[config.mk]
export PLATFORM = sky130hd
export DESIGN_NAME = hid_keyboard_report_diff
export DESIGN_NICKNAME = d
export VERILOG_FILES = /design/src/hdl/hkrd_pkg.sv /design/src/hdl/hkrd_front.sv /design/src/hdl/hkrd_queue.sv /design/src/hdl/hkrd_back.sv /design/src/hdl/hid_keyboard_report_diff.sv
export VERILOG_INCLUDE_DIRS = /design/src /design/src/hdl
export SDC_FILE = /design/constraint.sdc
export NUM_CORES = 1
export LEC_CHECK = 0
export BUFFER_PORTS_ARGS = -buffer_cell sky130_fd_sc_hd__buf_2
export CORE_MARGIN = 1.5
export CORE_UTILIZATION = 55
export CTS_BUF_LIST = sky130_fd_sc_hd__clkbuf_4
export DETAILED_ROUTE_END_ITERATION = 10
export PLACE_DENSITY = 0.81
export SLEW_MARGIN = 20
export SYNTH_ARGS = -nofsm -noshare
export SYNTH_HDL_FRONTEND = slang
export SYNTH_SLANG_ARGS = --single-unit
[constraint.sdc]
create_clock -name clk -period 11.3 [get_ports clk]
set_clock_uncertainty 0.15 [all_clocks]
set_input_delay 0 -clock clk [delete_from_list [all_inputs] [get_ports clk]]
set_output_delay 0 -clock clk [all_outputs]
set_load 0.01 [all_outputs]
[src/hdl/hid_keyboard_report_diff_defines.svh]
// Assertion macros used by the keyboard report differencer back end.
`ifndef HID_KEYBOARD_REPORT_DIFF_DEFINES_SVH
`define HID_KEYBOARD_REPORT_DIFF_DEFINES_SVH

// Checks that the consequent holds in the same cycle as the antecedent.
`define HKRD_ASSERT_SAME(label, clk, rst_n, ante, cons) \
	label: assert property (@(posedge clk) disable iff (!rst_n) (ante) |-> (cons)) \
		else $error("hkrd assertion failed");

// Checks that the consequent holds in the cycle after the antecedent.
`define HKRD_ASSERT_NEXT(label, clk, rst_n, ante, cons) \
	label: assert property (@(posedge clk) disable iff (!rst_n) (ante) |=> (cons)) \
		else $error("hkrd assertion failed");

`endif

[src/hdl/hkrd_pkg.sv]
// Shared constants and types of the keyboard report differencer.
package hkrd_pkg;

	localparam int KEY_SLOTS = 6;
	localparam int MOD_BITS = 8;
	localparam int EV_BITS = MOD_BITS + 2 * KEY_SLOTS;
	localparam logic [7:0] MOD_USAGE_BASE = 8'hE0;
	localparam int QUEUE_DEPTH_DEF = 2;

	typedef logic [KEY_SLOTS-1:0][7:0] key_array_t;

	typedef struct packed {
		logic [EV_BITS-1:0] mask;
		logic [MOD_BITS-1:0] mods;
		key_array_t old_keys;
		key_array_t new_keys;
	} event_set_t;

	typedef struct packed {
		logic push;
		event_set_t data;
	} queue_write_t;

endpackage

[src/hdl/hkrd_front.sv]
// Front end: accepts reports, computes the change mask and keeps the stored report.
module hkrd_front
	import hkrd_pkg::*;
(
	input logic clk,
	input logic arst_n,
	input logic accept,
	input logic report_present,
	input logic [MOD_BITS-1:0] mods,
	input key_array_t keys,
	output queue_write_t qwr
);

	logic [MOD_BITS-1:0] prev_mods_q;
	key_array_t stored_keys_q;
	logic [KEY_SLOTS-1:0] release_m;
	logic [KEY_SLOTS-1:0] press_m;
	logic [EV_BITS-1:0] mask;

	always_comb begin
		for (int i = 0; i < KEY_SLOTS; i++) begin
			release_m[i] = (stored_keys_q[i] != 8'd0);
			press_m[i] = (keys[i] != 8'd0);
			for (int j = 0; j < KEY_SLOTS; j++) begin
				if (keys[j] == stored_keys_q[i]) begin
					release_m[i] = 1'b0;
				end
				if (stored_keys_q[j] == keys[i]) begin
					press_m[i] = 1'b0;
				end
			end
		end
		mask = {press_m, release_m, mods ^ prev_mods_q};
	end

	always_comb begin
		qwr.push = accept && report_present && (mask != '0);
		qwr.data.mask = mask;
		qwr.data.mods = mods;
		qwr.data.old_keys = stored_keys_q;
		qwr.data.new_keys = keys;
	end

	always_ff @(posedge clk or negedge arst_n) begin
		if (!arst_n) begin
			prev_mods_q <= '0;
			stored_keys_q <= '0;
		end else if (accept && report_present) begin
			prev_mods_q <= mods;
			stored_keys_q <= keys;
		end
	end

endmodule

[src/hdl/hkrd_queue.sv]
// Short queue of pending event sets between the front and back ends.
module hkrd_queue
	import hkrd_pkg::*;
#(
	parameter int DEPTH = QUEUE_DEPTH_DEF
) (
	input logic clk,
	input logic arst_n,
	input queue_write_t qwr,
	input logic pop,
	output logic full,
	output logic head_valid,
	output event_set_t head
);

	localparam int PW = (DEPTH > 1) ? $clog2(DEPTH) : 1;
	localparam int CW = $clog2(DEPTH + 1);

	event_set_t entries_q [DEPTH];
	logic [PW-1:0] wr_ptr_q;
	logic [PW-1:0] rd_ptr_q;
	logic [CW-1:0] count_q;
	logic do_push;
	logic do_pop;

	function automatic logic [PW-1:0] next_ptr(input logic [PW-1:0] p);
		return (p == PW'(DEPTH - 1)) ? '0 : p + 1'b1;
	endfunction

	assign full = (count_q == CW'(DEPTH));
	assign head_valid = (count_q != '0);
	assign head = entries_q[rd_ptr_q];
	assign do_push = qwr.push && !full;
	assign do_pop = pop && head_valid;

	always_ff @(posedge clk) begin
		if (do_push) begin
			entries_q[wr_ptr_q] <= qwr.data;
		end
	end

	always_ff @(posedge clk or negedge arst_n) begin
		if (!arst_n) begin
			wr_ptr_q <= '0;
			rd_ptr_q <= '0;
			count_q <= '0;
		end else begin
			if (do_push) begin
				wr_ptr_q <= next_ptr(wr_ptr_q);
			end
			if (do_pop) begin
				rd_ptr_q <= next_ptr(rd_ptr_q);
			end
			if (do_push && !do_pop) begin
				count_q <= count_q + 1'b1;
			end else if (do_pop && !do_push) begin
				count_q <= count_q - 1'b1;
			end
		end
	end

endmodule

[src/hdl/hkrd_back.sv]
// Back end: walks an event set lowest bit first, one event per unstalled cycle.
`include "hid_keyboard_report_diff_defines.svh"
module hkrd_back
	import hkrd_pkg::*;
(
	input logic clk,
	input logic arst_n,
	input logic head_valid,
	input event_set_t head,
	output logic pop,
	output logic event_valid,
	input logic event_stall,
	output logic [7:0] usage_code,
	output logic pressed,
	output logic last_event
);

	logic busy_q;
	event_set_t cur_q;
	logic out_valid_q;
	logic [7:0] usage_q;
	logic pressed_q;
	logic last_q;

	logic [EV_BITS-1:0] low_bit;
	logic [EV_BITS-1:0] rest;
	logic [EV_BITS-1:0][7:0] code_of;
	logic [EV_BITS-1:0] down_of;
	logic [7:0] code_sel;
	logic down_sel;
	logic emit;
	logic is_last;

	always_comb begin
		for (int i = 0; i < MOD_BITS; i++) begin
			code_of[i] = MOD_USAGE_BASE + 8'(i);
			down_of[i] = cur_q.mods[i];
		end
		for (int i = 0; i < KEY_SLOTS; i++) begin
			code_of[MOD_BITS + i] = cur_q.old_keys[i];
			down_of[MOD_BITS + i] = 1'b0;
			code_of[MOD_BITS + KEY_SLOTS + i] = cur_q.new_keys[i];
			down_of[MOD_BITS + KEY_SLOTS + i] = 1'b1;
		end
		low_bit = cur_q.mask & (~cur_q.mask + 1'b1);
		rest = cur_q.mask & ~low_bit;
		code_sel = '0;
		down_sel = 1'b0;
		for (int i = 0; i < EV_BITS; i++) begin
			code_sel = code_sel | ({8{low_bit[i]}} & code_of[i]);
			down_sel = down_sel | (low_bit[i] & down_of[i]);
		end
	end

	assign emit = busy_q && (!out_valid_q || !event_stall);
	assign is_last = (rest == '0);
	assign pop = head_valid && (!busy_q || (emit && is_last));

	always_ff @(posedge clk) begin
		if (pop) begin
			cur_q <= head;
		end else if (emit) begin
			cur_q.mask <= rest;
		end
		if (emit) begin
			usage_q <= code_sel;
			pressed_q <= down_sel;
			last_q <= is_last;
		end
	end

	always_ff @(posedge clk or negedge arst_n) begin
		if (!arst_n) begin
			busy_q <= 1'b0;
			out_valid_q <= 1'b0;
		end else begin
			if (pop) begin
				busy_q <= 1'b1;
			end else if (emit && is_last) begin
				busy_q <= 1'b0;
			end
			if (emit) begin
				out_valid_q <= 1'b1;
			end else if (!event_stall) begin
				out_valid_q <= 1'b0;
			end
		end
	end

	assign event_valid = out_valid_q;
	assign usage_code = usage_q;
	assign pressed = pressed_q;
	assign last_event = last_q;

	`HKRD_ASSERT_SAME(a_busy_has_events, clk, arst_n, busy_q, cur_q.mask != '0)
	`HKRD_ASSERT_SAME(a_pop_needs_entry, clk, arst_n, pop, head_valid)
	`HKRD_ASSERT_NEXT(a_last_frees_back, clk, arst_n, emit && is_last && !pop, !busy_q)
	`HKRD_ASSERT_NEXT(a_emit_fills_output, clk, arst_n, emit, out_valid_q)

endmodule

[src/hdl/hid_keyboard_report_diff.sv]
// Top level of the keyboard report differencer.
// A report is taken in any cycle in which the event queue has room, so reports may follow
// each other back to back; one with report_present low only passes. Each present report is
// compared with the stored one combinationally; a change set that is not empty is queued.
// Events then leave at one per cycle while event_stall is low, modifier changes first,
// then releases, then presses, with last_event on the final one; a report causes at most
// 20 events, and the event emitter sets the sustained rate. Reports that cause no event
// take no emitter time.
module hid_keyboard_report_diff
	import hkrd_pkg::*;
#(
	parameter int QUEUE_DEPTH = QUEUE_DEPTH_DEF
) (
	input logic clk,
	input logic arst_n,
	input logic report_valid,
	output logic report_stall,
	input logic report_present,
	input logic [7:0] modifier_bits,
	input logic [7:0] key_slot_0,
	input logic [7:0] key_slot_1,
	input logic [7:0] key_slot_2,
	input logic [7:0] key_slot_3,
	input logic [7:0] key_slot_4,
	input logic [7:0] key_slot_5,
	output logic event_valid,
	input logic event_stall,
	output logic [7:0] usage_code,
	output logic pressed,
	output logic last_event
);

	key_array_t keys;
	queue_write_t qwr;
	event_set_t head;
	logic head_valid;
	logic full;
	logic pop;
	logic accept;

	assign keys[0] = key_slot_0;
	assign keys[1] = key_slot_1;
	assign keys[2] = key_slot_2;
	assign keys[3] = key_slot_3;
	assign keys[4] = key_slot_4;
	assign keys[5] = key_slot_5;

	assign report_stall = full;
	assign accept = report_valid && !full;

	hkrd_front u_front (
		.clk(clk),
		.arst_n(arst_n),
		.accept(accept),
		.report_present(report_present),
		.mods(modifier_bits),
		.keys(keys),
		.qwr(qwr)
	);

	hkrd_queue #(
		.DEPTH(QUEUE_DEPTH)
	) u_queue (
		.clk(clk),
		.arst_n(arst_n),
		.qwr(qwr),
		.pop(pop),
		.full(full),
		.head_valid(head_valid),
		.head(head)
	);

	hkrd_back u_back (
		.clk(clk),
		.arst_n(arst_n),
		.head_valid(head_valid),
		.head(head),
		.pop(pop),
		.event_valid(event_valid),
		.event_stall(event_stall),
		.usage_code(usage_code),
		.pressed(pressed),
		.last_event(last_event)
	);

endmodule

==> flow_metrics.env, run 1 <==
export IMPL_drtAntennaViolNets=0
export IMPL_yosys_most_used_dff="edfxtp_1"
export IMPL_place_area_um2=21300
export IMPL_critPathCaptureType="flop"
export IMPL_gr_total_overflow=0
export IMPL_p_int_mw=3.21
export IMPL_path_clk_slew_ns=0.07
export IMPL_slew_viol_final=0
export IMPL_timing_setup_tns_ns=0
export IMPL_synth_seq_cells=444
export IMPL_synth_top_cells_by_count="edfxtp_1, nand2_1, xor2_1, mux2_2, xnor2_1"
export IMPL_mapped_nets=1653
export IMPL_detailedRoute_firstIterationViolations=2160
export IMPL_layout_min_cycle_time_ns=5.12
export IMPL_via_total_after_detailed_routing=14700
export IMPL_layout_area_overhead_vs_synth_pct=14.8
export IMPL_post_synth_main_area_contributors="edfxtp_1, xor2_1, dfrtp_1"
export IMPL_timing_hold_worst_endpoint="u_queue.entries_q[0][24]"
export IMPL_yosys_warnings=0
export IMPL_reg2regPathDepth=9
export IMPL_hold_viol_final=0
export IMPL_holdPathStages=2
export IMPL_most_frequently_used_cell_type_in_the_post_synthesis_netlist="edfxtp_1"
export IMPL_first_global_vias=14400
export IMPL_required_ns=11.59
export IMPL_synth_seq_area_share=0.625
export IMPL_grt_first_pass_wirelength_um=94700
export IMPL_detail_route_drc_violations=0
export IMPL_outcome="completed"
export IMPL_peakVddDrop_uv=102
export IMPL_cp_start_kind="flop"
export IMPL_pwr_share_clk=0.301
export IMPL_gp_congestion=1.04
export IMPL_grt_max_degree=73
export IMPL_layout_setup_ws_ns=6.18
export IMPL_numPortBuffers=72
export IMPL_grt_setup_unrepaired="no"
export IMPL_total_leakage_power_nw=8.69
export IMPL_drt_wl_total_um=65300
export IMPL_hold_path_startpoint="key_slot_3[0]"
export IMPL_post_cts_resized=0
export IMPL_maxClockFrequency_mhz=195
export IMPL_synth_cell_types=64
export IMPL_initial_utilization=0.556
export IMPL_drv_max_cap_violation_count=0
export IMPL_num_nets_final=1814
export IMPL_timing_setup_critical_path_class="reg -> reg"
export IMPL_ctsHtreeMaxLevel=3
export IMPL_floorplan_die_height_um=198
export IMPL_post_synthesis_instance_area_um2=20800
export IMPL_floorplan_die_area_um2=39100
export IMPL_syn_instance_count=1591
export IMPL_antenna_found_initial=2
export IMPL_worst_slew_pin_slew_ns=1.21
export IMPL_pwr_density_cell_nw_per_um2=199
export IMPL_share_comb_of_total_power=0.180
export IMPL_postSynth_asyncResetShare=0.140
export IMPL_clkLatencyLatePin_ns=0.88
export IMPL_drt_pre_antenna_iters=6
export IMPL_cts_max_path_buffers=3
export IMPL_place_inst=2037
export IMPL_reg2reg_setup_slack_ns=6.18
export IMPL_layout_worst_path_cycle_share=0.453
export IMPL_postSynthAreaPerCell_um2=13.1
export IMPL_detail_route_wl_per_cell_um=27.7
export IMPL_yosys_area_top_type="edfxtp_1"
export IMPL_r2r_end="u_queue.entries_q[0][41]"
export IMPL_setup_viol=0
export IMPL_boundaryPins=73
export IMPL_netsw_mw=1.54
export IMPL_final_cells=2354
export IMPL_hold_path_class="in -> reg"
export IMPL_cts_root_buf="clkbuf_4"
export IMPL_number_of_enable_type_register_cells_in_the_synthesized_netlist=382
export IMPL_vias_per_cell=6.24
export IMPL_tritoncts="done"
export IMPL_worstReg2RegStart="u_front.qwr[79]"
export IMPL_crit_path_start="u_front.qwr[79]"
export IMPL_cts_buffers=106
export IMPL_netlist_area_leader_share=0.550
export IMPL_fp_dieW_um=198
export IMPL_critical_path_max_fanout=71
export IMPL_post_place_setup_slack_ns=6.43
export IMPL_core_um2=37500
export IMPL_num_rows=71
export IMPL_place_detailed_hpwl_um=38100
export IMPL_power_switching_fraction=0.325
export IMPL_clock_sink_count=444
export IMPL_slew_headroom=0.193
export IMPL_design_area_um2=23900
export IMPL_power_frac_seq=0.519
export IMPL_worst_endpoint_arrival_ns=5.41
export IMPL_grtUsageTotal=0.338
export IMPL_post_route_cells_drive_above_1_share=0.207
-- logic make-up after synthesis --
| group | count (synthesis) | synth area share |
|---|---|---|
| flip-flops | 444 | 0.625 |
| AND/OR/NAND/NOR | 453 | 0.108 |
| adder cells (fa/ha/maj) | 1 | 0.000600 |
| XOR/XNOR | 300 | 0.126 |
| buffers and inverters | 153 | 0.0346 |
| AO/OA/AOI/OAI | 112 | 0.0388 |
| multiplexers | 128 | 0.0677 |
-- layout make-up --
cell class | count | area [um^2]
Inverter | 7 | 28.8
Sequential cell | 444 | 13000
Multi-Input combinational cell | 994 | 7150
Clock inverter | 36 | 279
Fill cell | 2599 | 13500
Tap cell | 511 | 639
Timing Repair Buffer | 199 | 1610
Clock buffer | 161 | 1210
Antenna cell | 2 | 5.00
-- cell usage in the layout, fill, tap and decap left out, types with 35 or more instances in the layout --
master,Yosys,layout
xor2_1,210,210
buf_2,52,72
dlygate4sd3_1,0,118
nand2_1,231,231
clkbuf_4,0,161
nand4_1,35,35
mux2_2,104,104
dfrtp_1,62,61
edfxtp_1,382,382
xnor2_1,90,90
nor4_1,80,80
-- flip-flops by register name, indices dropped and copies added, names as in the netlist, 2 cells and up --
register and flops:
u_queue.entries_q 248, u_back.code_of 96, u_front.qwr 48, u_back.cur_q 28, u_back.usage_code 8, u_front.prev_mods_q 8
u_queue.count_q 2
-- metal layers --
metal	wire, um	vias to the layer above	GRT usage
met4	3880	0	0.210
met1	23700	7076	0.432
li1	-	6127	-
met3	8600	276	0.108
met5	0	-	0
met2	29100	1205	0.502
-- worst max-delay path, cell delays in order (launching register included) --
cell and delay, ns:
dfrtp_1 0.74, xor2_1 0.21, nor4_1 0.08, nand2_1 0.18, nand4_1 0.14, a2111oi_1 1.03
or3_1 0.28, or2_1 0.17, o311a_4 0.66, buf_4 0.87
-- what timing repair did --
item | CTS | global route
hold buffers | 118 | 0
hold endpoints to repair | 290 | 0
setup endpoints to repair | 0 | 0
buffers inserted | 0 | 0
-- power groups by stage --
| stage | clock network, mW | logic (mW) | registers, mW |
|---|---|---|---|
| floorplan | 0 | 0.829 | 2.18 |
| global placement | 0 | 0.768 | 2.46 |
| detailed placement | 0 | 0.786 | 2.48 |
| CTS | 1.42 | 0.833 | 2.45 |
| global route | 1.52 | 0.926 | 2.48 |
| finish | 1.43 | 0.856 | 2.47 |
-- metrics by stage --
step	hold slack, ns	total power, mW	util
detailed placement	0.0814	3.27	0.567
global placement	0.0771	3.23	0.567
finish	0.0496	4.76	0.639
global route	0.00934	4.93	0.639
CTS	0.0000338	4.70	0.638
floorplan	-0.446	3.01	-
-- worst max path at each step --
stage	end	slack, ns
3_5_place_dp	u_queue.entries_q[0][42]	6.43
2_1_floorplan	u_queue.entries_q[0][0]	5.88
5_1_grt	u_queue.entries_q[1][41]	6.11
3_3_place_gp	u_queue.entries_q[1][42]	6.14
4_1_cts	u_queue.entries_q[0][34]	6.30
6_report	u_queue.entries_q[0][41]	6.18
Note: power is estimated with default switching activity, not from simulation.
==> run 2, diff against run 1 <==
--- a/config.mk
+++ b/config.mk
@@ -11,7 +11,7 @@
 export CORE_UTILIZATION = 55
 export CTS_BUF_LIST = sky130_fd_sc_hd__clkbuf_4
 export DETAILED_ROUTE_END_ITERATION = 10
-export PLACE_DENSITY = 0.81
+export PLACE_DENSITY = 0.84
 export SLEW_MARGIN = 20
 export SYNTH_ARGS = -nofsm -noshare
 export SYNTH_HDL_FRONTEND = slang
==> constraint.sdc (replaced) <==
create_clock -name clk -period 4.1 [get_ports clk]
set_clock_uncertainty 0.15 [all_clocks]
set_input_delay 0 -clock clk [delete_from_list [all_inputs] [get_ports clk]]
set_output_delay 0 -clock clk [all_outputs]
set_load 0.01 [all_outputs]
==> flow_metrics.env, run 2 (synthesized netlist as in run 1, its figures left out) <==
export IMPL_gr_total_overflow=0
export IMPL_place_detailed_hpwl_um=37400
export IMPL_post_route_cells_drive_above_1_share=0.218
export IMPL_floorplan_die_height_um=198
export IMPL_detailedRoute_firstIterationViolations=1984
export IMPL_outcome="completed"
export IMPL_clock_sink_count=444
export IMPL_maxClockFrequency_mhz=270
export IMPL_core_um2=37500
export IMPL_timing_setup_tns_ns=0
export IMPL_grt_setup_unrepaired="no"
export IMPL_place_inst=2055
export IMPL_antenna_found_initial=3
export IMPL_slew_headroom=0.214
export IMPL_register_area_um2=13000
export IMPL_first_global_vias=14600
export IMPL_setup_viol=0
export IMPL_largest_register_ff_count=248
export IMPL_drtAntennaViolNets=0
export IMPL_numPortBuffers=72
export IMPL_detail_route_wl_per_cell_um=26.5
export IMPL_ctsHtreeMaxLevel=3
export IMPL_required_ns=4.41
export IMPL_post_cts_resized=0
export IMPL_final_cells=2326
export IMPL_layout_min_cycle_time_ns=3.71
export IMPL_slew_viol_final=0
export IMPL_critical_path_max_stage_delay_ns=0.72
export IMPL_grt_max_degree=61
export IMPL_critPathCaptureType="flop"
export IMPL_worst_endpoint_arrival_ns=4.01
export IMPL_boundaryPins=73
export IMPL_pwr_density_cell_nw_per_um2=542
export IMPL_num_rows=71
export IMPL_fillCellCount=2624
export IMPL_grt_first_pass_wirelength_um=90500
export IMPL_layout_worst_path_cycle_share=0.904
export IMPL_peakVddDrop_uv=192
export IMPL_mostFrequentLayoutCells="edfxtp_1, nand2_1, xor2_1"
export IMPL_critical_path_max_fanout=37
export IMPL_hold_viol_final=0
export IMPL_fp_dieW_um=198
export IMPL_path_clk_slew_ns=0.08
export IMPL_cts_max_path_buffers=3
export IMPL_floorplan_die_area_um2=39100
export IMPL_report_power_total_mw=12.8
export IMPL_drt_pre_antenna_iters=5
export IMPL_num_nets_final=1792
export IMPL_hold_path_class="in -> reg"
export IMPL_initial_utilization=0.556
export IMPL_crit_path_top_delay_cell="dfrtp_1"
export IMPL_largest_register="u_queue.entries_q"
export IMPL_clkLatencyLatePin_ns=0.80
export IMPL_crit_path_cell_trace="xor2_1 > nor4_1 > nand2_1 > nand4_1 > a2111oi_0 > buf_4 > or3_1 > or2_1 > o311a_4 > buf_12"
export IMPL_gp_congestion=0.969
export IMPL_multiInputGateArea_um2=7150
export IMPL_tritoncts="done"
export IMPL_cts_root_buf="clkbuf_4"
export IMPL_via_total_after_detailed_routing=14500
export IMPL_worst_slew_pin_slew_ns=1.18
export IMPL_detail_route_drc_violations=0
export IMPL_cts_buffers=104
export IMPL_vias_per_cell=6.25
export IMPL_cp_start_kind="flop"
export IMPL_total_leakage_power_nw=8.60
export IMPL_drv_max_cap_violation_count=0
export IMPL_drt_wl_total_um=61600
export IMPL_timing_setup_critical_path_class="reg -> reg"
export IMPL_commonest_non_fill_non_tap_cell_in_the_layout="edfxtp_1"
export IMPL_grtUsageTotal=0.318
export IMPL_layout_area_overhead_vs_synth_pct=13.7
## run 2: metrics by stage
step	hold WS, ns	cell area [um^2]	utilization	setup slack (ns)
global route	0.0182	23700	0.632	0.0496
floorplan	-0.446	20900	-	0.0746
CTS	0.00148	23700	0.632	0.396
finish	0.0436	23700	0.632	0.393
global placement	-0.297	21500	0.574	0.569
detailed placement	-0.308	21500	0.574	0.459
## run 2: what timing repair did
item / in CTS / in global routing
buffers inserted: 0 / 1
endpoints found under the hold margin: 283 / 0
hold buffers: 79 / 0
endpoints found under the setup margin: 0 / 7
## run 2: final cells by class
class | instances | share of cell area
Tap cell | 511 | 0.0270
Clock inverter | 35 | 0.00871
Multi-Input combinational cell | 994 | 0.301
Inverter | 7 | 0.00121
Antenna cell | 2 | 0.000211
Sequential cell | 444 | 0.549
Clock buffer | 154 | 0.0488
Timing Repair Buffer | 179 | 0.0632
## run 2: layer usage
layer | part of all wire | GRT usage | vias up
met5 | 0 | 0 | -
met4 | 0.060 | 0.190 | 0
met3 | 0.12 | 0.0749 | 292
met2 | 0.46 | 0.502 | 1152
met1 | 0.36 | 0.400 | 7013
li1 | - | - | 6080
## run 2: final timing paths
kind | cells after the start | end | startpoint | slack (ns)
min | 3 | u_queue.entries_q[1][109] | modifier_bits[5] | 0.04
max | 10 | u_queue.entries_q[1][108] | u_front.qwr[70] | 0.39
max in group asynchronous | 4 | u_front.qwr[56] | arst_n | 2.52
min reg2reg | 1 | u_back.code_of[89] | u_queue.entries_q[0][73] | 0.34
min in group asynchronous | 3 | u_queue.rd_ptr_q | arst_n | 0.06
max reg2reg | 10 | u_queue.entries_q[1][108] | u_front.qwr[70] | 0.39
## run 2: critical path: cells and delay by family, from the launching register on
family / cells / cell delay, ns
AND/OR/NAND/NOR: 5 / 1.37
AO/OA/AOI/OAI: 2 / 0.54
XOR/XNOR: 1 / 0.15
buffers and inverters: 2 / 0.43
flip-flops: 1 / 0.72
## run 2: where the power goes
group          switching, mW  total, mW  internal (mW)  leakage, nW
clock                   1.79       3.65           1.86        0.812
sequential              1.14       6.84           5.69         4.20
combinational           1.28       2.35           1.08         3.59
